$ cat config.mk
export PLATFORM = sky130hd
export DESIGN_NAME = wsi_div_cell
export DESIGN_NICKNAME = d
export VERILOG_FILES = /design/src/rtl/wsi_pkg.sv /design/src/rtl/wsi_div_cell.sv
export SDC_FILE = /design/constraint.sdc
export NUM_CORES = 1
export LEC_CHECK = 0
export BUFFER_PORTS_ARGS = -buffer_cell sky130_fd_sc_hd__buf_2
export CAP_MARGIN = 10
export CORE_UTILIZATION = 40
export CTS_CLUSTER_DIAMETER = 120
export DETAILED_ROUTE_END_ITERATION = 6
export PLACE_DENSITY = 0.66
export SYNTH_ARGS = -nofsm -noshare
export SYNTH_HDL_FRONTEND = slang
export SYNTH_SLANG_ARGS = --single-unit
export TNS_END_PERCENT = 30
$ cat constraint.sdc
create_clock -name i_clk -period 3.9 [get_ports i_clk]
set_input_delay 0.78 -clock i_clk [delete_from_list [all_inputs] [get_ports i_clk]]
set_output_delay 0.78 -clock i_clk [all_outputs]
set_load 0.01 [all_outputs]
$ cat src/rtl/wsi_pkg.sv
// ----------------------------------------------------------------------------
// Wilson score interval package
// Fixed formats, register map and pipeline control type.
// ----------------------------------------------------------------------------
`default_nettype none

package wsi_pkg;

    localparam int Z_BITS   = 16;        // z in Q4.12
    localparam int RAD_FRAC = 26;        // radicand fraction bits
    localparam int NUM_FRAC = 25;        // numerator / denominator fraction bits
    localparam int NUM_PAD  = 28;        // extra bits over the count width for bound sums
    localparam logic [Z_BITS-1:0] Z_RESET = 16'd6737;

    localparam logic [0:0] ADDR_Z_VALUE = 1'b0;

    localparam logic STATUS_OK      = 1'b0;
    localparam logic STATUS_INVALID = 1'b1;

    typedef struct packed {
        logic valid;
        logic inval;    // n zero or k above n
        logic neg;      // lower numerator below zero
        logic sat_lo;   // lower bound at or above one
        logic sat_hi;   // upper bound at or above one
    } t_ctl;

endpackage

`default_nettype wire

$ cat src/rtl/wsi_div_cell.sv
// ----------------------------------------------------------------------------
// Divider cell
// One restoring step of k*(n-k)*2^26 / n; quotient bits shift into the low word.
// ----------------------------------------------------------------------------
`default_nettype none

module wsi_div_cell
    import wsi_pkg::*;
#(
    parameter int CB = 24,
    parameter int LW = 50
) (
    input  wire logic          i_clk,
    input  wire logic          i_rst_n,
    input  wire logic          i_en,
    input  wire t_ctl          i_ctl,
    input  wire logic [CB-1:0] i_rem,
    input  wire logic [LW-1:0] i_low,
    input  wire logic [CB-1:0] i_den,
    input  wire logic [CB-1:0] i_k,
    output t_ctl               o_ctl,
    output logic      [CB-1:0] o_rem,
    output logic      [LW-1:0] o_low,
    output logic      [CB-1:0] o_den,
    output logic      [CB-1:0] o_k
);

    t_ctl          r_ctl;
    logic [CB-1:0] r_rem, n_rem;
    logic [LW-1:0] r_low, n_low;
    logic [CB-1:0] r_den;
    logic [CB-1:0] r_k;
    logic [CB:0]   w_cur;
    logic [CB:0]   w_diff;
    logic          w_ge;

    always_comb begin
        w_cur  = {i_rem, i_low[LW-1]};
        w_diff = w_cur - {1'b0, i_den};
        w_ge   = (w_cur >= {1'b0, i_den});
        n_rem  = w_ge ? w_diff[CB-1:0] : w_cur[CB-1:0];
        n_low  = {i_low[LW-2:0], w_ge};
    end

    always_ff @(posedge i_clk) begin
        if (!i_rst_n) begin
            r_ctl <= '0;
        end else if (i_en) begin
            r_ctl <= i_ctl;
        end
    end

    always_ff @(posedge i_clk) begin
        if (i_en) begin
            r_rem <= n_rem;
            r_low <= n_low;
            r_den <= i_den;
            r_k   <= i_k;
        end
    end

    assign o_ctl = r_ctl;
    assign o_rem = r_rem;
    assign o_low = r_low;
    assign o_den = r_den;
    assign o_k   = r_k;

endmodule

`default_nettype wire

== Yosys cells after proc, flatten, opt, wreduce, memory -nomap -nowiden ==
Cells that the tools add are included.

* Bits in registers: 127
* Input port bits: 130
* Output and inout port bits: 127
* Logic and storage cells: 12

* Add/subtract/negate cells: 1
* Magnitude comparators: 1
* Muxes and demuxes: 1

{| class="wikitable"
|+ Operator list
! operator !! number
|-
| $ge A25 B24 Y1 || 1
|-
| $mux W24 || 1
|-
| $sub A24 B24 Y24 || 1
|}

== Logic depth before layout (Yosys ltp) ==
* Depth in word-level cells: 2
* Mapped depth: 12

== Worst setup path before layout ==
No wires, ideal clock.

* Path kind: input -> register
* Start: input i_den[3]
* End: register r_rem[11] (netlist: o_rem[11]), data pin
* Setup time: 260 ps
* Arrival time: 2,839 ps
* Data required time: 3,640 ps
* Path slack: 801 ps
* Cell stages on the path: 11
* Cell sequence: inv_1 > ha_1 > nand3_2 > o21bai_4 > a2111oi_4 > o2111ai_2 > and3_1 > buf_6 > inv_4 > buf_12 > mux2_4

* Word-level cells in the longest chain between the ends: 2
* Elaborated cells between the ends (all ways): 3
* Those cells by class: add/sub: 1; order compare: 1; mux: 1

{| class="wikitable"
|+ RTL lines
! item !! RTL line !! source
|-
| from (decl) || wsi_div_cell.sv:19 || <nowiki>input wire logic [CB-1:0] i_den,</nowiki>
|-
| $ge A25 B24 Y1 || wsi_div_cell.sv:40 || <nowiki>w_ge = (w_cur >= {1'b0, i_den});</nowiki>
|-
| net w_ge || wsi_div_cell.sv:35 || <nowiki>logic w_ge;</nowiki>
|-
| $mux W24 || wsi_div_cell.sv:41 || <nowiki>n_rem = w_ge ? w_diff[CB-1:0] : w_cur[CB-1:0];</nowiki>
|-
| net n_rem[11] || wsi_div_cell.sv:29 || <nowiki>logic [CB-1:0] r_rem, n_rem;</nowiki>
|-
| to (signal assigned) || wsi_div_cell.sv:55 || <nowiki>r_rem <= n_rem;</nowiki>
|-
| to (decl) || wsi_div_cell.sv:29 ||
|}

The timed path passes the listed nets, and every way through them passes these cells.
A chain may end at the register's enable or synchronous reset.

== Worst setup path after layout ==
* Start: input i_low[49]
* End: register r_rem[22] (netlist: o_rem[22]), data pin

* Word-level cells in the longest chain between the ends: 2
* Elaborated cells between the ends (all ways): 3
* Those cells by class: add/sub: 1; order compare: 1; mux: 1

{| class="wikitable"
|+ RTL lines
! item !! RTL line !! source
|-
| from (decl) || wsi_div_cell.sv:18 || <nowiki>input wire logic [LW-1:0] i_low,</nowiki>
|-
| $sub A24 B24 Y24 / $ge A25 B24 Y1 (equally long branches) || wsi_div_cell.sv:39, wsi_div_cell.sv:40 ||
|-
| $mux W24 (*) || wsi_div_cell.sv:41 ||
|-
| net n_rem[22] || wsi_div_cell.sv:29 ||
|}

Mark *: on every way through the listed nets, which the timed path passes. The rest lies on a longest branch.

==> run metrics <==
final layout net count=829; number of placement rows=43; top flip-flop cell by instance count after synthesis=sky130_fd_sc_hd__edfxtp_1; H-tree depth reported by CTS=4; width of the chip=123 um; unrepaired setup endpoints after global routing=no; most common cell after layout, fill and taps aside=sky130_fd_sc_hd__buf_2; initial standard-cell utilization of the core=41.6%; Synth-to-Final Area Change=35.6%; pin count of the biggest net entering global routing=79; worst hold margin=0.509 ns; Yosys warning total=0; startpoint type of the worst setup path=input port; average cell area after synthesis=14.4 um^2; met1 GRT Util=23.9%; root buf cell=sky130_fd_sc_hd__clkbuf_16; CP Capture Type=flip-flop; antenna violations before repair=1; number of cells on the worst reg-to-reg path=2; post-route setup TNS=0 ns; TritonCTS sink count=127; via count of the first global-routing pass=4282; via/cell ratio=5.14; TritonCTS clock tree=yes; Via Count=4459; slew at the pin closest to its max-slew limit=0.748 ns; status=finished clean; final non-filler cell area=7960 um^2; worst hold path type=flip-flop to flip-flop; remaining antenna violation count after routing=0; endpoints failing setup=0; number of register bits inferred by synthesis=127; minimum setup slack among reg-to-reg paths=3.29 ns; remaining global-route overflow=0; clock buffer count from CTS=17; quantity of hold-fixing buffers added after cts=0; detailed placer's ending HPWL=12300 um; number of DRC violations after detailed routing=0; Fin Clk Skew=0 ns; M2 GR Usage=36.9%; Worst Setup EP=o_rem[22]$_DFFE_PP_; all-layer global routing usage=21.0%; met3 Resource Use GR=6.69%; Synth area leader=sky130_fd_sc_hd__edfxtp_1; drt first-iter violations=361; final number of max-transition violations=0; global-route wire length before repair=23100 um; portion of the post-synthesis area used by sequential elements=64.1%; final worst-path cycle share=74.0%; number of buffers on the longest clock path=2; Placer Congestion=0.871; global-route layer with the greatest usage=met2; total of fill cells in the finished design=1205; total detailed-routing wirelength=16100 um; standby leakage power=3.47 nW; max_slew headroom=50.1%; number of ports placed on the die boundary=257; required time at the endpoint of the critical path=4.05 ns; die extent in y=123 um; EDFF count, synth=122; final hold violation count=0; synthesized cell area=5870 um^2; CP Class=input port to flip-flop; Yosys cell types=59; PostCTS Resize Cnt=0; number of standard cells after synthesis=409; clk_lat worst skew=0.40 ns; Peak Freq=347 MHz; worst-path fanout max=4; detail-routed net length per standard cell=18.6 um; worst endpoint data arrival time=3.03 ns; critical register-to-register path endpoint=o_ctl[4]$_SDFFE_PN0P_; quantity of I/O buffers inserted on ports=256; CP Launch Point=i_low[49]; max capacitance violation total=0; final worst path period need=2.88 ns; Synth Net Count=564; first-pass iteration count of the detailed router=5; top library cells by usage in the layout, fill and taps aside=255 x sky130_fd_sc_hd__buf_2, 122 x sky130_fd_sc_hd__edfxtp_1, 29 x sky130_fd_sc_hd__inv_1; worst reg2reg path startpoint=o_ctl[4]$_SDFFE_PN0P_; top area cells in the synthesized netlist=sky130_fd_sc_hd__edfxtp_1 62%, sky130_fd_sc_hd__ha_1 5.1%, sky130_fd_sc_hd__o31ai_4 2.9%; proportion of synthesized flip-flops having asynchronous set or reset=0%; Placement Cell Area=7340 um^2; cell area power density=500 nW/um^2; Layout Utilization=56.5%; Die Outline Area=15200 um^2; VDD IR max=0.259 mV; number of buffers inserted to repair setup after CTS=0; Core Footprint=14100 um^2; layout cell share with drive strength beyond 1=46.5%; clock slew at reported path FFs=0.06 ns; share of the synthesized area in the top cell type=62.4%
per-layer routing:
metal | up-vias | share of wire (%)
met5 | - | 0
met3 | 17 | 8.8
met2 | 198 | 51
met4 | 0 | 1.7
met1 | 2132 | 38
li1 | 2112 | -
power by group:
part	internal, mW	switching (mW)	total [mW]
Combinational	0.285	0.371	0.656
Clock	1.07	0.580	1.65
Sequential	1.64	0.0315	1.68
Total	3.00	0.982	3.98
cell type report:
class	instances	area, um^2	area share (%)
sequential	127	3760	47.3
clock inverter	13	188	2.36
timing repair buffer	261	1340	16.8
clock buffer	18	429	5.39
tap	180	225	2.83
antenna	1	2.50	0.0314
inverter	30	115	1.45
multi-input combinational	237	1900	23.8
synth_stat cells, types with 3 or more instances:
cell type                  count
sky130_fd_sc_hd__xor2_1        3
sky130_fd_sc_hd__inv_1        29
sky130_fd_sc_hd__and3_1        4
sky130_fd_sc_hd__o21ai_0      13
sky130_fd_sc_hd__nand2_1      21
sky130_fd_sc_hd__nor2_1       12
sky130_fd_sc_hd__edfxtp_1    122
sky130_fd_sc_hd__nand4_1      15
sky130_fd_sc_hd__mux2i_1       7
sky130_fd_sc_hd__and4_1        3
sky130_fd_sc_hd__nor3_1        9
sky130_fd_sc_hd__a21o_1        5
sky130_fd_sc_hd__a21boi_0      4
sky130_fd_sc_hd__xnor2_1       6
sky130_fd_sc_hd__mux2_4        8
sky130_fd_sc_hd__o31ai_1       5
sky130_fd_sc_hd__ha_1         24
sky130_fd_sc_hd__o31a_1        3
sky130_fd_sc_hd__nand3_1       6
sky130_fd_sc_hd__o21a_1        9
sky130_fd_sc_hd__o31ai_4       8
sky130_fd_sc_hd__clkbuf_1     10
sky130_fd_sc_hd__a211oi_1      7
sky130_fd_sc_hd__dfxtp_1       5
sky130_fd_sc_hd__nor4_1        3
sky130_fd_sc_hd__a21oi_1      21
sky130_fd_sc_hd__nor2b_1      10
worst min path at each step:
stage / startpoint / end / slack [ns] / cells past startpoint
final: o_ctl[1]$_SDFFE_PN0P_ / o_ctl[1]$_SDFFE_PN0P_ / 0.51 / 2
after global routing: i_low[15] / o_low[16]$_DFFE_PP_ / 0.52 / 1
after CTS: o_ctl[1]$_SDFFE_PN0P_ / o_ctl[1]$_SDFFE_PN0P_ / 0.52 / 2
after detailed placement: o_ctl[1]$_SDFFE_PN0P_ / o_ctl[1]$_SDFFE_PN0P_ / 0.51 / 2
after global placement: o_ctl[0]$_SDFFE_PN0P_ / o_ctl[0]$_SDFFE_PN0P_ / 0.50 / 2
after floorplan: o_ctl[0]$_SDFFE_PN0P_ / o_ctl[0]$_SDFFE_PN0P_ / 0.54 / 2
sequential cells by signal (all words and copies together) (netlist names):
name	count
o_k	24
o_ctl	5
o_den	24
o_rem	24
o_low	50
kinds of logic (layout without fill, tap and decap cells):
family,after synthesis,count (layout),share of synthesized area (%)
compound gates,96,96,13.7
flops,127,127,64.1
buf+inv,45,322,3.56
other cells,0,1,0
mux,17,17,3.62
simple gates,90,90,8.16
fa+ha+maj,25,25,5.46
xor+xnor,9,9,1.34
metrics by stage:
stage | worst slack, ns | std cells | total power [mW]
after floorplan | 0.801 | 409 | 2.07
after global placement | 0.671 | 835 | 2.35
after detailed placement | 0.627 | 835 | 2.36
after CTS | 1.04 | 866 | 4.03
after global routing | 0.868 | 867 | 4.14
final | 1.02 | 867 | 3.98
worst max-delay path, stage by stage:
cell and delay (ns):
sky130_fd_sc_hd__buf_2 0.08, sky130_fd_sc_hd__inv_1 0.04, sky130_fd_sc_hd__ha_1 0.22, sky130_fd_sc_hd__fa_1 0.41
sky130_fd_sc_hd__nor2b_1 0.18, sky130_fd_sc_hd__o2111ai_1 0.23, sky130_fd_sc_hd__a21oi_1 0.43, sky130_fd_sc_hd__o31ai_1 0.17
sky130_fd_sc_hd__a21boi_0 0.38, sky130_fd_sc_hd__o31ai_4 0.11
No activity file was read; power rests on OpenSTA's default activity.
