### src/rtl/wsi_pkg.sv
// ----------------------------------------------------------------------------
// Wilson score interval package
// Fixed formats, register map and pipeline control type.
// ----------------------------------------------------------------------------
`default_nettype none

package wsi_pkg;

    localparam int Z_BITS   = 16;        // z in Q4.12
    localparam int RAD_FRAC = 26;        // radicand fraction bits
    localparam int NUM_FRAC = 25;        // numerator / denominator fraction bits
    localparam int NUM_PAD  = 28;        // extra bits over the count width for bound sums
    localparam logic [Z_BITS-1:0] Z_RESET = 16'd6737;

    localparam logic [0:0] ADDR_Z_VALUE = 1'b0;

    localparam logic STATUS_OK      = 1'b0;
    localparam logic STATUS_INVALID = 1'b1;

    typedef struct packed {
        logic valid;
        logic inval;    // n zero or k above n
        logic neg;      // lower numerator below zero
        logic sat_lo;   // lower bound at or above one
        logic sat_hi;   // upper bound at or above one
    } t_ctl;

endpackage

`default_nettype wire

### src/rtl/wsi_sqrt_cell.sv
// ----------------------------------------------------------------------------
// Square-root cell
// One restoring digit of floor(sqrt(radicand)); two radicand bits per cell.
// ----------------------------------------------------------------------------
`default_nettype none

module wsi_sqrt_cell
    import wsi_pkg::*;
#(
    parameter int CB = 24,
    parameter int SW = 26
) (
    input  wire logic            i_clk,
    input  wire logic            i_rst_n,
    input  wire logic            i_en,
    input  wire t_ctl            i_ctl,
    input  wire logic [SW+1:0]   i_rem,
    input  wire logic [SW-1:0]   i_root,
    input  wire logic [2*SW-1:0] i_rad,
    input  wire logic [CB-1:0]   i_k,
    input  wire logic [CB-1:0]   i_n,
    output t_ctl                 o_ctl,
    output logic      [SW+1:0]   o_rem,
    output logic      [SW-1:0]   o_root,
    output logic      [2*SW-1:0] o_rad,
    output logic      [CB-1:0]   o_k,
    output logic      [CB-1:0]   o_n
);

    localparam int RB = 2 * SW;

    t_ctl            r_ctl;
    logic [SW+1:0]   r_rem, n_rem;
    logic [SW-1:0]   r_root, n_root;
    logic [RB-1:0]   r_rad;
    logic [CB-1:0]   r_k;
    logic [CB-1:0]   r_n;
    logic [SW+3:0]   w_cur;
    logic [SW+3:0]   w_trial;
    logic [SW+3:0]   w_diff;
    logic            w_ge;

    always_comb begin
        w_cur   = {i_rem, i_rad[RB-1:RB-2]};
        w_trial = {2'b00, i_root, 2'b01};
        w_diff  = w_cur - w_trial;
        w_ge    = (w_cur >= w_trial);
        n_rem   = w_ge ? w_diff[SW+1:0] : w_cur[SW+1:0];
        n_root  = {i_root[SW-2:0], w_ge};
    end

    always_ff @(posedge i_clk) begin
        if (!i_rst_n) begin
            r_ctl <= '0;
        end else if (i_en) begin
            r_ctl <= i_ctl;
        end
    end

    always_ff @(posedge i_clk) begin
        if (i_en) begin
            r_rem  <= n_rem;
            r_root <= n_root;
            r_rad  <= {i_rad[RB-3:0], 2'b00};
            r_k    <= i_k;
            r_n    <= i_n;
        end
    end

    assign o_ctl  = r_ctl;
    assign o_rem  = r_rem;
    assign o_root = r_root;
    assign o_rad  = r_rad;
    assign o_k    = r_k;
    assign o_n    = r_n;

endmodule

`default_nettype wire

### config.mk
export PLATFORM = sky130hd
export DESIGN_NAME = wsi_sqrt_cell
export DESIGN_NICKNAME = d
export VERILOG_FILES = /design/src/rtl/wsi_pkg.sv /design/src/rtl/wsi_sqrt_cell.sv
export SDC_FILE = /design/constraint.sdc
export NUM_CORES = 1
export LEC_CHECK = 0
export BUFFER_PORTS_ARGS = -buffer_cell sky130_fd_sc_hd__buf_2
export CORE_MARGIN = 5
export CORE_UTILIZATION = 35
export DETAILED_ROUTE_END_ITERATION = 6
export GPL_TIMING_DRIVEN = 0
export HOLD_SLACK_MARGIN = 0.02
export PLACE_DENSITY_LB_ADDON = 0.05
export SLEW_MARGIN = 5
export SYNTH_ARGS = -nofsm -noshare
export SYNTH_HDL_FRONTEND = slang
export SYNTH_SLANG_ARGS = --single-unit
### constraint.sdc
create_clock -name i_clk -period 3.96 [get_ports i_clk]
set_input_delay 0.99 -clock i_clk [delete_from_list [all_inputs] [get_ports i_clk]]
set_output_delay 0.99 -clock i_clk [all_outputs]
set_load 0.01 [all_outputs]
# Word-level counts from Yosys, hierarchy flattened

Index checks and enable logic that the tools add are counted.

$add $sub $neg: 1
Order comparisons: 1
Multiplexer cells: 1

Operators by type and width:

| operator       | count |
|---|---|
| $ge 30x28->1   | 1 |
| $mux 28        | 1 |
| $sub 28x28->28 | 1 |

Bits in registers: 157
Input port bits: 162
Output and inout port bits: 159
Word-level logic and storage cells: 13

# Depth between registers and ports, before layout

Gate-level depths: netlist of run 1.

Word-level depth: 2
Gate-level depth with buffers: 13
Gate-level depth less buffers: 11

# Least setup slack after synthesis of run 1

OpenSTA, ideal clock, no wires.

Path type: input port to flip-flop
From: input i_root[2]
To: register r_rem[21] (netlist: o_rem[21]) (data pin)
Library setup time: 260 ps
Arrival: 3226 ps
Required time: 3700 ps
Slack: 474 ps
Cell stages on the path: 13
Path buffers: 2
Cells stage by stage: inv_1 -> ha_1 -> a21oi_4 -> o21bai_2 -> a221oi_2 -> o22a_4 -> o21ai_4 -> a21oi_4 -> a21oi_2 -> nor4_4 -> buf_6 -> buf_12 -> mux2_4

Longest elaborated chain between the ends: 2
Elaborated cells on any way between the ends: 3

Ends and longest elaborated chain:

| item                                                  | RTL line                                 | source |
|---|---|---|
| start: declaration                                    | wsi_sqrt_cell.sv:18                      | `input wire logic [SW-1:0] i_root,` |
| $sub 28x28->28 / $ge 30x28->1 (equally long branches) | wsi_sqrt_cell.sv:46, wsi_sqrt_cell.sv:47 |  |
| $mux 28 (*)                                           | wsi_sqrt_cell.sv:48                      | `n_rem = w_ge ? w_diff[SW+1:0] : w_cur[SW+1:0];` |
| via n_rem[21]                                         | wsi_sqrt_cell.sv:33                      | `logic [SW+1:0] r_rem, n_rem;` |
| end signal: assignment                                | wsi_sqrt_cell.sv:62                      | `r_rem <= n_rem;` |
| end: declaration                                      | wsi_sqrt_cell.sv:33                      |  |

Mark *: on every way through the listed nets, which the timed path passes. The rest lies on a longest branch.
A chain may end at the register's enable or synchronous reset.

# Final worst setup path of run 1

From: input i_root[4]
To: register r_rem[27] (netlist: o_rem[27]) (data pin)

Same word-level chain as after synthesis.

==> results.tsv, run 1 <==
stage	metric	value	unit
synth	cell accounting for the most synthesized area	edfxtp_1	
synth	post-synthesis xor/xnor area fraction	0.03410	
timing	Final period util	0.9053	
worst_setup_path	CP max stage delay	420	ps
timing	worst-case clock skew	0	ps
clocking	CTS Root Cell	clkbuf_16	
synth	Mapped Area	6679	um2
timing	Fin. Hold Viols	0	
timing	Fin Setup TNS	0	ps
synth	Seq/Total Area, Yosys	0.6984	
timing	Final setup viols	0	
timing	RSZ-0062 raised after global routing	false	
global_route	vias in the first global route	4844	
placement	# port buffers	318	
clocking	CTS sink count	157	
outcome	status	finished, final reports clean	
clocking	PostCTS Resize Cnt	0	
clocking	post-CTS setup repair buffer count	0	
layout	Fillers	1733	
worst_setup_path	top cell family by delay on the critical path	compound AO/OA/AOI/OAI gates	
clocking	CTS Hold Buffers Added	0	
layout	most common cell after layout, fill and taps aside	buf_2	
floorplan	height of the die	148.1	um
global_route	global route overflow	0	
worst_setup_path	kind of end point of the critical path	register	
clocking	clock-pin slew on the worst setup and hold paths	60	ps
synth	Mapped Cells	424	
routing	Remaining DRCs	0	
floorplan	Starting Density	0.3559	
timing	worst slew pin tran	519.5	ps
timing	Tmin final	3585	ps
synth	post-synthesis cell type count	49	
floorplan	die area	21950	um2
power_and_ir_drop	Gate power share	0.159	
placement	dpl hpwl	14460	um
layout	final std cells w/o fill	1013	
floorplan	I/O pin count	321	
routing	DR vias	4729	
worst_setup_path	most frequent CP cell	a21oi_1	
power_and_ir_drop	clock share of power	0.387	
global_route	most used routing layer	met2	
synth	area share of the leading cell type in the synthesized netlist	0.6834	
floorplan	# rows	50	
worst_setup_path	Critical Path RT	4130	ps
global_route	met1 Use GR	0.1751	
power_and_ir_drop	PD cells	486.9	nW/um2
routing	routed vias/inst	4.668	
layout	most frequent cells in the layout	317 x buf_2, 152 x edfxtp_1, 38 x inv_1, 28 x ha_1, 26 x a21oi_1	
synth	main combinational cell family by area after synthesis	compound AO/OA/AOI/OAI gates	
synth	#FFs+latches synth	157	
global_route	GR met3 Demand/Resource	0.05149	
timing	Max-slew headroom	0.6500	
synth	Syn Area/Cell	15.75	um2
timing	final setup margin	375.0	ps
synth	Area contributors post-synth	edfxtp_1 68%, ha_1 5.2%, mux2_2 3.2%, xnor2_1 2.4%, inv_1 2.1%	
power_and_ir_drop	P_int	3357	uW
synth	Post-Synth Simple-Gate Area	0.04402	
worst_setup_path	crit-path cells	buf_2 -> inv_1 -> ha_1 -> nand4_1 -> a211oi_1 -> o21ai_0 -> a21oi_1 -> a211o_1 -> nand2b_1 -> a21oi_1 -> xor2_1 -> mux2_2	
synth	mux contribution to synthesized area	0.05601	
global_route	GRT Overall Usage	0.1612	
floorplan	Core ar.	18770	um2
layout	register area	4664	um2
routing	ANT nets after route	0	
routing	DRT Pass-1 Iters	4	
clocking	H-tree levels	4	
placement	DP Worst Slack	9.028	ps
synth	Adder-Cell Fraction of Synth Area	0.05245	
clocking	TritonCTS buffer count	17	
timing	Final Slew Violations	0	
layout	Multi-input gate area	1795	um2
worst_setup_path	Crit Path Class	primary input to register	
layout	P&R area growth vs syn	38.31	%
hold_path	HP Class	register to register	
power_and_ir_drop	sw frac	0.2536	
synth	Yosys Warn Count	0	
timing	Max Freq	278.9	MHz
routing	DR WL/cell	18.09	um
power_and_ir_drop	Power Total	4497	uW
clocking	Longest Clk Path Bufs	2	
synth	Post-synth top flop	edfxtp_1	
worst_setup_path	crit-path max FO	6	
power_and_ir_drop	Leak Pwr	0.004127	uW
global_route	pin count of the biggest net entering global routing	101	
global_route	initial antenna violation count	3	
flow_run	max cap viols	0	
worst_setup_path	Buf/Inv on CP	2	
timing	hold slack	525.5	ps
routing	initial DRC count	188	
clocking	CTS tree	yes	
power_and_ir_drop	peak supply drop	0.2857	mV
synth	compound-cell area share of the yosys netlist	0.08112	
placement	placed insts	978	
power_and_ir_drop	Reg power frac	0.454	
worst_setup_path	Critical Path Source Type	primary input	
layout	# nets final	953	
routing	Post-Route WL	18320	um
placement	Final Wtd Congestion	0.8065	
global_route	first-pass GRT wire length	27140	um
layout	share of layout cells above drive strength 1	0.5026	
synth	Post-synth EDFFs	152	
worst_setup_path	Worst EP arrival	3750	ps
floorplan	Die W	148.1	um
global_route	met2 Use GR	0.2928	
clocking	Worst-Skew Late Latency	410	ps
power_and_ir_drop	Psw	1140	uW
worst_setup_path	crit path max-delay cell type	a211oi_1	
synth	Synth async-reset ratio	0	
[kinds of logic (layout without fill, tap and decap cells)]
logic type,count (synthesis),after routing
AO/OA/AOI/OAI,78,78
XOR/XNOR,26,26
adder cells (fa/ha/maj),28,28
buffers and inverters,50,401
flip-flops,157,157
multiplexers,32,32
other,1,5
AND/OR/NAND/NOR,52,52
[sequential cells by signal, indices dropped and copies added (netlist names)]
signal  cells
o_rad      50
o_rem      28
o_root     26
o_k        24
o_n        24
o_ctl       5
[area by class of cell]
class	instances	area share
diodes	3	0.0008127
plain buffers	11	0.008262
clock buffers	18	0.04646
clock inverters	14	0.02167
inverters	39	0.01585
multi-input cells	218	0.1944
flip-flops and latches	157	0.5049
well taps	234	0.03169
repair buffers	319	0.1759
[tightest hold or removal path, cell delays in order, from the launching register on]
cell     delay [ps]
dfxtp_1         320
mux2i_1          70
nor2b_1         100
[through the flow]
| stage | util | cell area [um2] |
|---|---|---|
| after detailed placement | 0.4583 | 8601 |
| after global routing | 0.4918 | 9230 |
| after global placement | 0.4565 | 8567 |
| after floorplan | - | 6683 |
| final | 0.4922 | 9238 |
| after CTS | 0.4918 | 9230 |
[synth_stat cells (all sizes together), types with 3 or more instances]
cell	instances
a211oi	3
a21o	15
a21oi	29
buf	5
clkbuf	6
dfxtp	5
edfxtp	152
ha	28
inv	38
mux2	25
mux2i	7
nand2	13
nand2b	3
nand3	4
nand4	7
nor2	8
nor2b	8
o21ai	15
xnor2	18
xor2	8
[metal layers]
metal	wire length (um)	up-vias	share of wire
li1	-	2268	-
met1	6913	2222	0.38
met2	9528	207	0.52
met3	1479	28	0.081
met4	380	4	0.021
met5	21	-	0.0011
[path summary, 6_finish.rpt]
path | start | to | slack, ps | cells past startpoint
worst max-delay path | i_root[4] | o_rem[27] | 370 | 12
worst min-delay path | o_ctl[2] | o_ctl[2] | 530 | 2
worst max register to register | o_ctl[0] | o_ctl[0] | 3340 | 2
worst min register to register | o_ctl[2] | o_ctl[2] | 530 | 2
[power groups by stage]
stage                     Clock (uW)  Sequential (uW)  Combinational, uW
after floorplan                    0             2170                293
final                           1740             2040                716
after detailed placement           0             2080                727
after global placement             0             2080                720
after global routing            1870             2050                785
after CTS                       1790             2040                731
No activity file was read; power rests on OpenSTA's default activity.
==> run 2: changes to the inputs <==
Settings changed: CORE_MARGIN 5 to 2, PLACE_DENSITY set to 0.71, PLACE_DENSITY_LB_ADDON 0.05 to not set.
==> run 2 against run 1 <==
Net effect:
- via count increased by 0.68%
- hold slack got worse by 9.0 ps
- clock-buffer cell count is 1 lower
- critical endpoint unchanged
- largest cell class unchanged
==> results.tsv, run 2 (same netlist as run 1, synthesis figures left out) <==
stage	metric	value	unit
clocking	Longest Clk Path Bufs	2	
power_and_ir_drop	Psw	1184	uW
worst_setup_path	crit-path cells	buf_2 -> inv_1 -> ha_1 -> nand4_1 -> a211oi_1 -> o21ai_0 -> a21oi_1 -> a211o_1 -> nand2b_1 -> a21oi_1 -> xor2_1 -> mux2_2	
placement	# port buffers	318	
timing	Tmin final	3551	ps
clocking	TritonCTS buffer count	17	
clocking	CTS Hold Buffers Added	0	
worst_setup_path	reg2reg path depth	2	
timing	Max-slew headroom	0.5468	
worst_setup_path	CP max stage delay	410	ps
worst_setup_path	Worst EP arrival	3720	ps
power_and_ir_drop	clock share of power	0.367	
floorplan	# rows	50	
routing	DR WL/cell	18.17	um
placement	DP Area	8601	um2
worst_setup_path	Critical Path Stages	12	
layout	design area	9194	um2
placement	dpl hpwl	14360	um
worst_setup_path	top cell family by delay on the critical path	compound AO/OA/AOI/OAI gates	
floorplan	die area	20200	um2
layout	most common cell after layout, fill and taps aside	buf_2	
placement	Final Wtd Congestion	0.7914	
global_route	vias in the first global route	4649	
layout	share of layout cells above drive strength 1	0.5039	
power_and_ir_drop	Leak Pwr	0.004113	uW
clocking	PostCTS Resize Cnt	0	
timing	worst-case clock skew	0	ps
global_route	pin count of the biggest net entering global routing	86	
routing	Metal-1 WL	6816	um
power_and_ir_drop	PD cells	475.1	nW/um2
routing	met3 wire len	1527	um
global_route	global route overflow	0	
hold_path	hold-critical path depth	2	
timing	Final setup viols	0	
routing	ANT nets after route	0	
routing	initial DRC count	210	
routing	top sig layer	met5	
timing	worst slew pin tran	679.8	ps
routing	Post-Route WL	18380	um
power_and_ir_drop	peak supply drop	0.2774	mV
routing	DR vias	4761	
timing	Final Slew Violations	0	
routing	met2 WL post-DR	9588	um
power_and_ir_drop	Gate power share	0.166	
floorplan	Die W	142.1	um
global_route	GRT Overall Usage	0.1764	
power_and_ir_drop	Reg power frac	0.467	
clocking	Worst-Skew Late Latency	420	ps
layout	most frequent cells in the layout	317 x buf_2, 152 x edfxtp_1, 38 x inv_1, 28 x ha_1, 26 x a21oi_1	
timing	RSZ-0062 raised after global routing	false	
outcome	status	finished, final reports clean	
worst_setup_path	most frequent CP cell	a21oi_1	
clocking	clock-pin slew on the worst setup and hold paths	70	ps
routing	routed vias/inst	4.705	
clocking	CTS sink count	157	
clocking	post-CTS setup repair buffer count	0	
routing	Remaining DRCs	0	
timing	Max Freq	281.6	MHz
global_route	first-pass GRT wire length	26170	um
global_route	initial antenna violation count	5	
layout	final core utilization	0.4915	
power_and_ir_drop	sw frac	0.2710	
power_and_ir_drop	P_int	3184	uW
clocking	CTS Root Cell	clkbuf_16	
worst_setup_path	kind of end point of the critical path	register	
worst_setup_path	Crit Path Class	primary input to register	
hold_path	HP Class	register to register	
routing	DRT Pass-1 Iters	4	
worst_setup_path	Buf/Inv on CP	2	
worst_setup_path	Critical Path RT	4130	ps
floorplan	Starting Density	0.3571	
layout	max reg flops	50	
layout	# nets final	953	
floorplan	Core ar.	18710	um2
timing	Fin. Hold Viols	0	
floorplan	height of the die	142.1	um
floorplan	I/O pin count	321	
worst_setup_path	crit path max-delay cell type	a211oi_1	
flow_run	max cap viols	0	
timing	Final period util	0.8968	
layout	P&R area growth vs syn	37.65	%
worst_setup_path	crit-path max FO	5	
clocking	CTS tree	yes	
worst_setup_path	Critical Path Source Type	primary input	
clocking	H-tree levels	4	
run 2: power groups by stage:
stage | logic [uW] | registers [uW] | clock network (uW)
floorplan | 293 | 2170 | 0
detailed placement | 732 | 2080 | 0
CTS | 737 | 2040 | 1650
finish | 726 | 2040 | 1600
global placement | 717 | 2080 | 0
global route | 790 | 2050 | 1690
run 2: layer usage:
metal,up-vias,global-route usage
met4,4,0.06632
li1,2274,-
met5,-,0
met3,26,0.06258
met2,209,0.3181
met1,2248,0.1896
run 2: path summary, 6_finish.rpt:
path | start | end | slack, ps
worst min register to register | o_ctl[0] | o_ctl[0] | 520
worst min-delay path | o_ctl[0] | o_ctl[0] | 520
worst max register to register | o_ctl[1] | o_ctl[1] | 3300
worst max-delay path | i_root[2] | o_rem[27] | 410
run 2: area by class of cell:
type	instances	area, um2
clock buffers	17	425.4
multi-input cells	218	1795
clock inverters	15	162.7
plain buffers	11	76.32
repair buffers	319	1625
inverters	39	146.4
well taps	234	292.8
flip-flops and latches	157	4664
diodes	2	5.005
fillers	1635	9512
run 2: worst reg2reg max path, stage by stage, from the launching register on:
cell and delay, ps:
dfxtp_1 310, mux2i_1 170, nor2b_1 70
run 2: stage by stage:
| step | setup slack [ps] | instances | hold WS [ps] | total power, uW | setup TNS [ps] |
|---|---|---|---|---|---|
| after floorplan | 474.1 | 425 | 538.5 | 2461 | 0 |
| after global placement | -261.3 | 977 | 491.9 | 2795 | -1346 |
| after detailed placement | -58.06 | 978 | 498.3 | 2808 | -58.06 |
| after CTS | 357.0 | 1010 | 515.9 | 4426 | 0 |
| after global routing | 209.0 | 1011 | 543.9 | 4537 | 0 |
| final | 408.6 | 1012 | 516.5 | 4368 | 0 |
