`src/rtl/wsi_pkg.sv`:
```
// ----------------------------------------------------------------------------
// Wilson score interval package
// Fixed formats, register map and pipeline control type.
// ----------------------------------------------------------------------------
`default_nettype none

package wsi_pkg;

    localparam int Z_BITS   = 16;        // z in Q4.12
    localparam int RAD_FRAC = 26;        // radicand fraction bits
    localparam int NUM_FRAC = 25;        // numerator / denominator fraction bits
    localparam int NUM_PAD  = 28;        // extra bits over the count width for bound sums
    localparam logic [Z_BITS-1:0] Z_RESET = 16'd6737;

    localparam logic [0:0] ADDR_Z_VALUE = 1'b0;

    localparam logic STATUS_OK      = 1'b0;
    localparam logic STATUS_INVALID = 1'b1;

    typedef struct packed {
        logic valid;
        logic inval;    // n zero or k above n
        logic neg;      // lower numerator below zero
        logic sat_lo;   // lower bound at or above one
        logic sat_hi;   // upper bound at or above one
    } t_ctl;

endpackage

`default_nettype wire

```
`src/rtl/wsi_frac_cell.sv`:
```
// ----------------------------------------------------------------------------
// Fraction divider cell
// One restoring step of both bound divisions, sharing the denominator.
// ----------------------------------------------------------------------------
`default_nettype none

module wsi_frac_cell
    import wsi_pkg::*;
#(
    parameter int W  = 52,
    parameter int FB = 16
) (
    input  wire logic          i_clk,
    input  wire logic          i_rst_n,
    input  wire logic          i_en,
    input  wire t_ctl          i_ctl,
    input  wire logic [W-1:0]  i_rlo,
    input  wire logic [W-1:0]  i_rhi,
    input  wire logic [FB-1:0] i_qlo,
    input  wire logic [FB-1:0] i_qhi,
    input  wire logic [W-1:0]  i_den,
    output t_ctl               o_ctl,
    output logic      [W-1:0]  o_rlo,
    output logic      [W-1:0]  o_rhi,
    output logic      [FB-1:0] o_qlo,
    output logic      [FB-1:0] o_qhi,
    output logic      [W-1:0]  o_den
);

    t_ctl          r_ctl;
    logic [W-1:0]  r_rlo, n_rlo;
    logic [W-1:0]  r_rhi, n_rhi;
    logic [FB-1:0] r_qlo, r_qhi;
    logic [W-1:0]  r_den;
    logic [W:0]    w_tlo, w_thi, w_dlo, w_dhi;
    logic          w_gelo, w_gehi;

    always_comb begin
        w_tlo  = {i_rlo, 1'b0};
        w_thi  = {i_rhi, 1'b0};
        w_dlo  = w_tlo - {1'b0, i_den};
        w_dhi  = w_thi - {1'b0, i_den};
        w_gelo = (w_tlo >= {1'b0, i_den});
        w_gehi = (w_thi >= {1'b0, i_den});
        n_rlo  = w_gelo ? w_dlo[W-1:0] : w_tlo[W-1:0];
        n_rhi  = w_gehi ? w_dhi[W-1:0] : w_thi[W-1:0];
    end

    always_ff @(posedge i_clk) begin
        if (!i_rst_n) begin
            r_ctl <= '0;
        end else if (i_en) begin
            r_ctl <= i_ctl;
        end
    end

    always_ff @(posedge i_clk) begin
        if (i_en) begin
            r_rlo <= n_rlo;
            r_rhi <= n_rhi;
            r_qlo <= {i_qlo[FB-2:0], w_gelo};
            r_qhi <= {i_qhi[FB-2:0], w_gehi};
            r_den <= i_den;
        end
    end

    assign o_ctl = r_ctl;
    assign o_rlo = r_rlo;
    assign o_rhi = r_rhi;
    assign o_qlo = r_qlo;
    assign o_qhi = r_qhi;
    assign o_den = r_den;

endmodule

`default_nettype wire

```
`config.mk`:
```
export PLATFORM = sky130hd
export DESIGN_NAME = wsi_frac_cell
export DESIGN_NICKNAME = d
export VERILOG_FILES = /design/src/rtl/wsi_pkg.sv /design/src/rtl/wsi_frac_cell.sv
export SDC_FILE = /design/constraint.sdc
export NUM_CORES = 1
export LEC_CHECK = 0
export BUFFER_PORTS_ARGS = -buffer_cell sky130_fd_sc_hd__buf_2
export CAP_MARGIN = 20
export CORE_MARGIN = 2
export CORE_UTILIZATION = 57
export CTS_CLUSTER_DIAMETER = 30
export DETAILED_ROUTE_END_ITERATION = 6
export MAX_ROUTING_LAYER = met4
export PLACE_DENSITY = 0.95
export REMOVE_ABC_BUFFERS = 1
export SYNTH_ARGS = -nofsm -noshare
export SYNTH_HDL_FRONTEND = slang
export SYNTH_SLANG_ARGS = --single-unit
```
`constraint.sdc`:
```
create_clock -name i_clk -period 8.5 [get_ports i_clk]
set_input_delay 1.7 -clock i_clk [delete_from_list [all_inputs] [get_ports i_clk]]
set_output_delay 1.7 -clock i_clk [all_outputs]
set_load 0.01 [all_outputs]
```
# Yosys cells after proc, flatten, opt, wreduce, memory -nomap -nowiden
# Cells that the tools add are included.
[op_classes]
add_sub_neg = 2
magnitude_cmp = 2
n_mux = 2
[op_table]
columns = ["cell", "n"]
rows = [
  ["53-bit by 52-bit >= comparator with 1-bit output", 2],
  ["52-bit two-way mux", 2],
  ["52-bit subtractor", 2],
]
[totals]
reg_bits = 193
output_inout_bits = 193

# Depth between registers and ports, before layout
# Gate-level depths: netlist of run 1.
[logic_depth]
depth_word = 2
ltp_mapped = 15

# Worst setup path before layout of run 1
# OpenSTA, ideal clock, no wires.
[synth_timing]
path_type = "input to register"
from = "in i_den[6]"
to = "reg r_rlo[6] (netlist: o_rlo[6]), data pin"
setup_time_ps = 254
arrival_ps = 4212
t_required_ps = 8246
slack_ps = 4034
path_stages = 13
n_path_buf = 2
path_cell_list = "inv_1 ha_1 a2111oi_1 a211oi_1 o2111ai_1 nand3_1 a21oi_2 o31a_1 a21oi_2 a221o_1 buf_2 buf_2 o21a_1"
[synth_between]
elab_chain_len = 2
[synth_rtl]
columns = ["item", "line", "source"]
rows = [
  ["start: declaration", "wsi_frac_cell.sv:21", "input wire logic [W-1:0] i_den,"],
  ["52-bit subtractor / 53-bit by 52-bit >= comparator with 1-bit output (equally long branches)", "wsi_frac_cell.sv:41, wsi_frac_cell.sv:43", ""],
  ["52-bit two-way mux *", "wsi_frac_cell.sv:45", "n_rlo = w_gelo ? w_dlo[W-1:0] : w_tlo[W-1:0];"],
  ["via n_rlo[6]", "wsi_frac_cell.sv:31", "logic [W-1:0] r_rlo, n_rlo;"],
  ["end signal: assignment", "wsi_frac_cell.sv:59", "r_rlo <= n_rlo;"],
  ["end: declaration", "wsi_frac_cell.sv:31", ""],
]
# The timed path passes the listed nets; every way through them passes the cells marked *.
# A chain may end at the register's enable or synchronous reset.

# Worst setup path after layout of run 1
[layout_timing]
from = "in i_den[1]"
to = "reg r_rhi[5] (netlist: o_rhi[5]), data pin"
[layout_between]
elab_chain_len = 2
[layout_rtl]
columns = ["item", "line", "source"]
rows = [
  ["52-bit subtractor / 53-bit by 52-bit >= comparator with 1-bit output (equally long branches)", "wsi_frac_cell.sv:42, wsi_frac_cell.sv:44", ""],
  ["52-bit two-way mux *", "wsi_frac_cell.sv:46", "n_rhi = w_gehi ? w_dhi[W-1:0] : w_thi[W-1:0];"],
  ["via n_rhi[5]", "wsi_frac_cell.sv:32", "logic [W-1:0] r_rhi, n_rhi;"],
  ["end signal: assignment", "wsi_frac_cell.sv:60", "r_rhi <= n_rhi;"],
  ["end: declaration", "wsi_frac_cell.sv:32", ""],
]
# Marked as above.

==> results.yml, run 1 <==
clock_tree:
  clk_pin_slew_ns: 0.08
  number_of_buffers_created_by_cts: 17
  post_cts_hold_buffer_count: 0
  clock_sink_count: 193
  cts.root.buffer_cell: "sky130_fd_sc_hd__clkbuf_16"
  clock_insertion_delay_at_the_later_pin_of_the_skew_report_ns: 0.43
  htree_num_levels: 4
  clock_path_buffers: 2
  cts_tree: "done"
  post_cts_resize_count: 0
  post_cts_setup_buffer_count: 0
global_route:
  antenna_found_initial: 6
  gr-usage-all-layers_pct: 33.6
  grt_start_max_net_pins: 130
  grt_pass1_vias: 11555
  grt_first_pass_wirelength_um: 61500
  total_grt_overflow: 0
routing:
  detailedRoute.firstPassIterationCount: 6
  num_vias: 12272
  avgViaCountPerCell: 6.08
  drt_drc_violations_left: 0
  wire_per_inst_um: 20.1
  violation_count_after_the_first_detailed_route_iteration: 1226
  finalWirelength_um: 40600
  postRouteAntennaNets: 0
timing:
  slew-limit-headroom_pct: 28.2
  final.period_utilization_pct: 64.6
  hold_viol_final: 0
  fin_crit_ns: 5.50
  totalNegativeSetupSlack_ns: 0
  setup_viol_count_final: 0
  worst_pin_slew_ns: 1.08
  number_of_max_slew_violations_in_the_final_report: 0
  fin_skew_ns: 0
  rsz0062_at_grt: "false"
  timing.fmax_mhz: 182
placement:
  port_buffers: 386
  globalplace.congestion: 0.944
  dpl_hpwl_um: 32200
synthesis:
  synth_seq_area_share_pct: 44.0
  post_synth_inst_count: 1357
  asyncSetResetFlopFracSynth_pct: 0
  syn-mean-instance-area_um2: 9.63
  yosys_register_bits: 193
  post-synth-top-area-cell: "sky130_fd_sc_hd__edfxtp_1"
  yosys_warning_total: 0
  mappedNetlistArea_mm2: 0.0131
  synth_cell_type_count: 67
  yosysTopAreaCellShare_pct: 43.2
  yosys_most_used_dff: "sky130_fd_sc_hd__edfxtp_1"
  synth_top_cells_by_area: "sky130_fd_sc_hd__edfxtp_1 (43%), sky130_fd_sc_hd__ha_1 (10%), sky130_fd_sc_hd__a21oi_1 (6.2%), sky130_fd_sc_hd__o21ai_0 (4.5%), sky130_fd_sc_hd__nand2_1 (3.9%)"
  synth_enable_flop_cells: 188
die:
  die-width_um: 155
  dieArea_mm2: 0.0242
  die_y_um: 155
  num_io_pins: 389
  num_rows: 55
  coreArea_mm2: 0.0226
  initial_core_util_pct: 57.9
flow_run:
  cap_violations: 0
power:
  static-leakage-power_nw: 6.97
  power.density_cell_area_mw_per_mm2: 186
  total_power_mw: 2.94
  peakVddDrop_mv: 0.128
setup_path:
  r2r_cells: 2
  cp_max_fo: 55
  cp-start-kind: "primary input"
  timing.critical_path.required_ns: 8.69
  r2r_slack_ns: 7.88
  timing.critical_path.arrival_ns: 5.69
  worst_r2r_startpoint: "o_ctl[4]"
  timing.setup.critical_path_class: "in2reg"
  worst_r2r_endpoint: "o_ctl[4]"
  worstSetupEndpointType: "register"
finish:
  fraction_of_final_layout_cells_with_drive_strength_greater_than_1_pct: 25.7
  layout.nets: 2016
  syn2layout_area_growth_pct: 20.8
run_status:
  outcome: "completed"
hold_path:
  timing.hold.worst_path_depth: 2
  hp-class: "reg2reg"
  min_to: "o_ctl[3]"
  worst_hold_startpoint: "o_ctl[3]"
worst max-delay path: stages:
cell and delay (ns):
sky130_fd_sc_hd__buf_2 0.14, sky130_fd_sc_hd__inv_1 0.07, sky130_fd_sc_hd__ha_1 0.29, sky130_fd_sc_hd__nor2b_1 0.14
sky130_fd_sc_hd__o31a_1 0.27, sky130_fd_sc_hd__o31a_1 0.30, sky130_fd_sc_hd__a31o_2 0.28, sky130_fd_sc_hd__a21boi_1 0.37
sky130_fd_sc_hd__o31ai_1 0.21, sky130_fd_sc_hd__nor2_2 0.16, sky130_fd_sc_hd__o311a_2 0.80, sky130_fd_sc_hd__buf_4 0.51
sky130_fd_sc_hd__mux2_2 0.39
cells in the mapped netlist, drive strengths merged, types with 10 or more instances:
library cell,n
and2,10
nor2,96
inv,76
nand2,136
xor2,39
mux2,12
a31oi,12
a21oi,163
o21a,19
nand3,22
nor3,10
nor2b,24
nand2b,11
a21o,42
o21ai,118
edfxtp,188
and3,16
xnor2,50
buf,23
ha,104
nand4,27
clkbuf,28
o21bai,22
per-stage QoR:
step	utilization [%]	cell area, um^2	worst slack [ns]	hold slack [ns]	cells
2_1_floorplan	-	12800	2.70	0.538	1306
3_3_place_gp	67.2	15200	2.62	0.493	1980
3_5_place_dp	67.2	15200	2.58	0.514	1980
4_1_cts	69.9	15800	3.04	0.533	2012
5_1_grt	69.9	15800	2.72	0.578	2018
6_report	69.9	15800	3.00	0.536	2018
where the power goes:
group | switching (mW) | internal (mW)
logic | 0.529 | 0.344
clock network | 0.435 | 0.403
registers | 0.0356 | 1.19
total | 0.999 | 1.94
cells in the final DEF, fill, tap and decap left out, types with 11 or more instances in the layout:
cell type and n:
sky130_fd_sc_hd__buf_2 385, sky130_fd_sc_hd__nand2b_1 11, sky130_fd_sc_hd__edfxtp_1 188, sky130_fd_sc_hd__a21oi_1 161
sky130_fd_sc_hd__o21a_1 19, sky130_fd_sc_hd__inv_1 76, sky130_fd_sc_hd__xor2_1 39, sky130_fd_sc_hd__o21ai_0 118
sky130_fd_sc_hd__o21bai_1 22, sky130_fd_sc_hd__nand2_1 135, sky130_fd_sc_hd__nand4_1 27, sky130_fd_sc_hd__nor2b_1 24
sky130_fd_sc_hd__a21o_1 42, sky130_fd_sc_hd__clkbuf_16 17, sky130_fd_sc_hd__a31oi_1 12, sky130_fd_sc_hd__ha_1 104
sky130_fd_sc_hd__and3_1 15, sky130_fd_sc_hd__nor2_1 95, sky130_fd_sc_hd__xnor2_1 50, sky130_fd_sc_hd__nand3_1 22
layout make-up:
cell class                 instances  area [um^2]
sequential                       193         5750
clock buffer                      17          425
timing repair buffer             389         1980
multi-input combinational       1037         6800
antenna                            6         15.0
inverter                          76          285
fill                            1735         6790
clock inverter                    15          183
tap                              285          357
cells by family (layout without fill, tap and decap cells):
group           Yosys count  after routing  synth area share, %
compound gates          441            441                 20.5
simple gates            384            384                 13.9
flops                   193            193                 44.0
buf+inv                 127            497                 4.04
fa+ha+maj               106            106                 10.3
xor+xnor                 89             89                 5.96
mux                      17             17                 1.42
other cells               0              6                    0
sequential cells by signal (all words and copies together) (netlist names):
signal / count
o_ctl: 5
o_den: 52
o_qhi: 16
o_qlo: 16
o_rhi: 52
o_rlo: 52
worst max-delay path by stage:
stage	startpoint	end	depth (start not counted)
6_report	i_den[1]	o_rhi[5]	13
5_1_grt	i_den[1]	o_rhi[3]	13
4_1_cts	i_den[1]	o_rhi[5]	13
3_3_place_gp	i_den[1]	o_rhi[3]	13
2_1_floorplan	i_den[1]	o_rhi[3]	11
3_5_place_dp	i_den[1]	o_rhi[5]	13
routing by layer:
layer	wire length [um]	global-route usage (%)
met1	16300	43.9
met2	19600	55.2
met3	3440	3.87
met4	1300	10.6
met5	0	-
(Power assumes the default switching activity.)
==> run 2, diff against run 1 <==
Settings changed: ABC_AREA set to 1, CORE_UTILIZATION 57 to 56, PLACE_DENSITY 0.95 to 0.91.
Clock period 8.5 ns to 5.5 ns, I/O delays scaled along.
==> run 2 against run 1 <==
Net effect: first-iteration DRC count is 42% higher; die area up 31%; cell count is 67% higher; utilization fell by 3.3 points; synthesized cell count increased by 90%; critical endpoint is now o_rlo[28]; largest power group unchanged.
==> results.yml, run 2 <==
clock_tree:
  clk_pin_slew_ns: 0.07
  clock_path_buffers: 2
  htree_num_levels: 4
  cts.root.buffer_cell: "sky130_fd_sc_hd__clkbuf_16"
  number_of_buffers_created_by_cts: 17
  clock_insertion_delay_at_the_later_pin_of_the_skew_report_ns: 0.47
  cts_tree: "done"
  post_cts_hold_buffer_count: 0
  post_cts_setup_buffer_count: 0
  post_cts_resize_count: 0
  clock_sink_count: 193
setup_path:
  timing.critical_path.required_ns: 5.73
  path_delay_family: "simple AND/OR/NAND/NOR gates"
  crit_chain: "buf_2 -> inv_1 -> ha_1 -> nand3_1 -> nand3_2 -> nand2_1 -> nand2_1 -> nand2_1 -> nand3b_1 -> nand2_2 -> nand3_4 -> buf_12 -> nand3_1 -> nand2_1"
  r2r_slack_ns: 4.87
  r2r_cells: 2
  worst_r2r_startpoint: "o_ctl[0]"
  worst_path_most_repeated_cell: "sky130_fd_sc_hd__nand2_1"
  cp-start-kind: "primary input"
  timing.critical_path.arrival_ns: 4.16
  worst_r2r_endpoint: "o_ctl[0]"
  timing.setup.critical_path_class: "in2reg"
  critical_path.max_stage_delay_ns: 0.53
  cp_num_buf_inv: 3
  cp_max_fo: 60
  worstSetupEndpointType: "register"
  crit_path_top_delay_cell: "sky130_fd_sc_hd__nand2_2"
synthesis:
  most_frequent_cell_after_synthesis: "sky130_fd_sc_hd__nand2_1"
  post_synth_inst_count: 2581
  synth_cell_type_count: 40
  synth_seq_area_share_pct: 33.9
  synthesized_area_fraction_occupied_by_adder_cells_pct: 7.92
  yosysTopAreaCellShare_pct: 33.3
  mappedNetlistArea_mm2: 0.0169
  syn-mean-instance-area_um2: 6.56
  yosys_register_bits: 193
  synth_enable_flop_cells: 188
  post_synth_mux_area_share_pct: 0
  synth_top_cells_by_area: "sky130_fd_sc_hd__edfxtp_1 (33%), sky130_fd_sc_hd__nand2_1 (22%), sky130_fd_sc_hd__inv_1 (13%), sky130_fd_sc_hd__ha_1 (7.7%), sky130_fd_sc_hd__nor2_1 (3.9%)"
  synthSimpleGateAreaFrac_pct: 36.0
  asyncSetResetFlopFracSynth_pct: 0
  yosys.area_share.xor_xnor_pct: 2.90
  synth_top_family_by_area: "simple AND/OR/NAND/NOR gates"
  post-synth-top-area-cell: "sky130_fd_sc_hd__edfxtp_1"
  top_post_synthesis_cells_by_count: "sky130_fd_sc_hd__nand2_1 (1,008), sky130_fd_sc_hd__inv_1 (593), sky130_fd_sc_hd__edfxtp_1 (188)"
  yosys_most_used_dff: "sky130_fd_sc_hd__edfxtp_1"
  yosys_warning_total: 0
  synth_compound_gate_area_share_pct: 4.27
routing:
  postRouteAntennaNets: 0
  violation_count_after_the_first_detailed_route_iteration: 1735
  drt_drc_violations_left: 0
  detailedRoute.firstPassIterationCount: 6
  avgViaCountPerCell: 5.26
  num_vias: 17744
  finalWirelength_um: 58400
  wire_per_inst_um: 17.3
global_route:
  grt_first_pass_wirelength_um: 87200
  antenna_found_initial: 3
  gr-usage-all-layers_pct: 37.7
  grt_most_used_layer: "met2"
  globalRouteMet3Util_pct: 5.40
  grt_util_met1_pct: 46.3
  gr_layer_usage_met2_pct: 61.2
  total_grt_overflow: 0
  grt_pass1_vias: 16574
  grt_start_max_net_pins: 101
placement:
  globalplace.congestion: 1.03
  dpl_hpwl_um: 48900
  port_buffers: 386
  placed_cells: 3336
power:
  static-leakage-power_nw: 11.4
  power.density_cell_area_mw_per_mm2: 241
  peakVddDrop_mv: 0.219
flow_run:
  cap_violations: 0
timing:
  totalNegativeSetupSlack_ns: 0
  setup_viol_count_final: 0
  fin_crit_ns: 3.93
  fin_skew_ns: 0
  slew-limit-headroom_pct: 40.1
  rsz0062_at_grt: "false"
  number_of_max_slew_violations_in_the_final_report: 0
  hold_viol_final: 0
  timing.fmax_mhz: 255
  final.period_utilization_pct: 71.4
  worst_pin_slew_ns: 0.899
finish:
  syn2layout_area_growth_pct: 17.0
  mostFrequentLayoutCells: "sky130_fd_sc_hd__nand2_1 (1,008), sky130_fd_sc_hd__inv_1 (593), sky130_fd_sc_hd__buf_2 (385)"
  finalNonFillerCells: 3371
  mostFrequentLayoutCell: "sky130_fd_sc_hd__nand2_1"
  fraction_of_final_layout_cells_with_drive_strength_greater_than_1_pct: 16.6
  layout.nets: 3267
die:
  num_rows: 63
  num_io_pins: 389
  die_y_um: 178
  initial_core_util_pct: 57.0
  dieArea_mm2: 0.0316
  coreArea_mm2: 0.0297
  die-width_um: 178
hold_path:
  hp-class: "reg2reg"
  worst_hold_startpoint: "o_ctl[4]"
  timing.hold.worst_path_depth: 2
  min_to: "o_ctl[4]"
run_status:
  outcome: "completed"
[run 2: cell types whose count changed in the layout (fill, tap and decap cells not counted), sizes merged, moves of 42 or more]
cell,change
a21oi,-106
inv,+540
nand2,+882
nand3,+90
nand4,+42
nor2,+96
o21ai,-53
xnor2,-48
[run 2: layout make-up]
cell class	instances	area, um^2
multi-input cells	1743	8650
flip-flops and latches	193	5750
clock buffers	17	425
diodes	3	7.51
well taps	390	488
repair buffers	393	2020
clock inverters	15	161
fillers	2639	9900
inverters	617	2320
[run 2: worst max-delay path by stage]
stage	startpoint	slack, ns	endpoint	depth (start not counted)
2_1_floorplan	i_den[24]	1.94	o_rlo[44]	14
3_3_place_gp	i_den[1]	1.26	o_rlo[28]	14
3_5_place_dp	i_den[1]	1.19	o_rlo[28]	14
4_1_cts	i_den[1]	1.68	o_rlo[28]	14
5_1_grt	i_den[1]	1.40	o_rlo[28]	14
6_report	i_den[1]	1.57	o_rlo[28]	14
[run 2: logic make-up after synthesis]
family                     after synthesis
buffers and inverters                  645
adders and majority gates              106
DFF                                    193
and+or+nand+nor                       1447
xor gates and xnor gates                56
AOI/OAI and AO/OA                      134
[run 2: worst min-delay path: stages (launching register included)]
cell and delay (ns):
sky130_fd_sc_hd__dfxtp_1 0.32, sky130_fd_sc_hd__o21ai_0 0.07, sky130_fd_sc_hd__nor2_1 0.07
[run 2: through the flow]
stage / power [mW] / cell area, um^2 / setup slack, ns / util, % / hold WS (ns)
final: 4.77 / 19800 / 1.57 / 66.7 / 0.496
after global routing: 5.01 / 19800 / 1.40 / 66.7 / 0.523
after CTS: 4.75 / 19800 / 1.68 / 66.6 / 0.501
after detailed placement: 3.52 / 19200 / 1.19 / 64.7 / 0.482
after global placement: 3.48 / 19200 / 1.26 / 64.7 / 0.475
after floorplan: 2.89 / 16700 / 1.94 / - / 0.533
[run 2: per-layer routing]
metal  share of wire [%]  vias to the layer above
li1                    -                     8695
met1                  40                     7983
met2                  47                      889
met3                 8.2                      177
met4                 5.2                        0
met5                   0                        -
[run 2: where the power goes]
group,internal (mW),switching (mW)
registers,1.83,0.0436
clock network,0.608,0.641
logic,0.555,1.09
total,3.00,1.78
==> run 3, diff against run 2 <==
Clock period 5.5 ns to 3.95 ns, I/O delays scaled along.
==> run 3 against run 2 <==
Net effect: sequential share of layout area decreased by 0.16 points; clock-buffer cell count did not move; utilization up 0.37 points; critical endpoint is now o_rlo[41]; largest power group unchanged.
==> results.yml, run 3 (synthesized netlist as in run 2, its figures left out) <==
run_status:
  outcome: "completed"
setup_path:
  timing.setup.critical_path_class: "in2reg"
  cp_num_buf_inv: 3
  path_delay_family: "simple AND/OR/NAND/NOR gates"
  timing.critical_path.required_ns: 4.17
  cp_max_fo: 18
  critPathCapture: "o_rlo[41]"
  crit_chain: "buf_2 -> inv_1 -> ha_1 -> nand3_1 -> nand3_2 -> nand2_1 -> nand2_1 -> nand2_1 -> nand3b_1 -> nand2_2 -> nand3_4 -> buf_4 -> nand3_1 -> nand2_1"
  worstSetupEndpointType: "register"
  worst_r2r_endpoint: "o_ctl[1]"
  timing.critical_path.from: "i_den[1]"
  worst_r2r_startpoint: "o_ctl[1]"
  cp-start-kind: "primary input"
  timing.critical_path.arrival_ns: 3.24
  crit_path_top_delay_cell: "sky130_fd_sc_hd__ha_1"
  critical_path.max_stage_delay_ns: 0.33
  r2r_slack_ns: 3.27
  r2r_cells: 2
  worstSetupPathDepth: 14
  worst_path_most_repeated_cell: "sky130_fd_sc_hd__nand2_1"
placement:
  port_buffers: 386
  globalplace.congestion: 1.01
  placed_cells: 3344
  dpl_hpwl_um: 51000
finish:
  finish.utilization_pct: 67.0
  mostFrequentLayoutCell: "sky130_fd_sc_hd__nand2_1"
  finalNonFillerCells: 3378
  mostFrequentLayoutCells: "sky130_fd_sc_hd__nand2_1 (1,008), sky130_fd_sc_hd__inv_1 (593), sky130_fd_sc_hd__buf_2 (385)"
  fraction_of_final_layout_cells_with_drive_strength_greater_than_1_pct: 16.8
  syn2layout_area_growth_pct: 17.7
  layout.nets: 3275
power:
  peakVddDrop_mv: 0.308
  static-leakage-power_nw: 11.5
  power.density_cell_area_mw_per_mm2: 340
  total_power_mw: 6.78
timing:
  number_of_max_slew_violations_in_the_final_report: 0
  totalNegativeSetupSlack_ns: 0
  worst_pin_slew_ns: 0.792
  slew-limit-headroom_pct: 47.2
  fin_crit_ns: 3.02
  hold_viol_final: 0
  hold_slack_ns: 0.488
  fin_skew_ns: 0
  setup_viol_count_final: 0
  final.period_utilization_pct: 76.3
  rsz0062_at_grt: "false"
  timing.fmax_mhz: 332
die:
  num_rows: 63
  coreArea_mm2: 0.0297
  die_y_um: 178
  initial_core_util_pct: 57.0
  die-width_um: 178
  num_io_pins: 389
  dieArea_mm2: 0.0316
clock_tree:
  post_cts_setup_buffer_count: 0
  post_cts_resize_count: 0
  clock_sink_count: 193
  clk_pin_slew_ns: 0.08
  cts_tree: "done"
  cts.root.buffer_cell: "sky130_fd_sc_hd__clkbuf_16"
  htree_num_levels: 4
  number_of_buffers_created_by_cts: 17
  clock_path_buffers: 2
  clock_insertion_delay_at_the_later_pin_of_the_skew_report_ns: 0.46
  post_cts_hold_buffer_count: 0
flow_run:
  cap_violations: 0
global_route:
  grt_first_pass_wirelength_um: 90000
  gr-usage-all-layers_pct: 39.3
  total_grt_overflow: 0
  grt_pass1_vias: 16827
  antenna_found_initial: 1
  grt_start_max_net_pins: 91
hold_path:
  hp-class: "in2reg"
routing:
  num_vias: 18026
  detailedRoute.firstPassIterationCount: 5
  drt_drc_violations_left: 0
  avgViaCountPerCell: 5.34
  violation_count_after_the_first_detailed_route_iteration: 1846
  postRouteAntennaNets: 0
  finalWirelength_um: 61300
  wire_per_inst_um: 18.1
run 3: cell type report:
type | count | area [um^2]
Multi-Input combinational cell | 1743 | 8650
Antenna cell | 2 | 5.00
Tap cell | 390 | 488
Timing Repair Buffer | 401 | 2100
Sequential cell | 193 | 5750
Clock buffer | 17 | 425
Clock inverter | 15 | 188
Fill cell | 2657 | 9790
Inverter | 617 | 2320
run 3: worst register-to-register path, delay by kind of cell (launching register included):
family,cells,cell delay (ns)
flip-flops,1,0.31
AO/OA/AOI/OAI,1,0.19
AND/OR/NAND/NOR,1,0.08
run 3: through the flow:
stage	worst slack [ns]	area, um^2
finish	0.934	19900
global route	0.830	19900
CTS	1.03	19900
detailed placement	0.537	19300
global placement	0.560	19300
floorplan	0.699	16700
run 3: where the power goes:
part / leakage (nW) / internal [mW] / switching (mW)
Sequential: 1.88 / 2.55 / 0.0630
Combinational: 9.30 / 0.784 / 1.55
Clock: 0.294 / 0.915 / 0.922
Total: 11.5 / 4.25 / 2.53
run 3: worst min path at each step:
stage,startpoint,end,slack (ns),depth (start not counted)
3_5_place_dp,o_ctl[4],o_ctl[4],0.48,2
2_1_floorplan,o_ctl[1],o_ctl[1],0.53,2
4_1_cts,i_qhi[14],o_qhi[15],0.47,1
5_1_grt,i_qhi[14],o_qhi[15],0.48,1
3_3_place_gp,o_ctl[3],o_ctl[3],0.48,2
6_report,i_qhi[14],o_qhi[15],0.49,1
run 3: per-layer routing:
layer  global-route usage [%]  wire [um]  up-vias
li1                         -          -     8700
met1                     47.2      23800     8147
met2                     63.8      28400      995
met3                     6.15       5690      184
met4                     20.6       3390        0
met5                        -          0        -
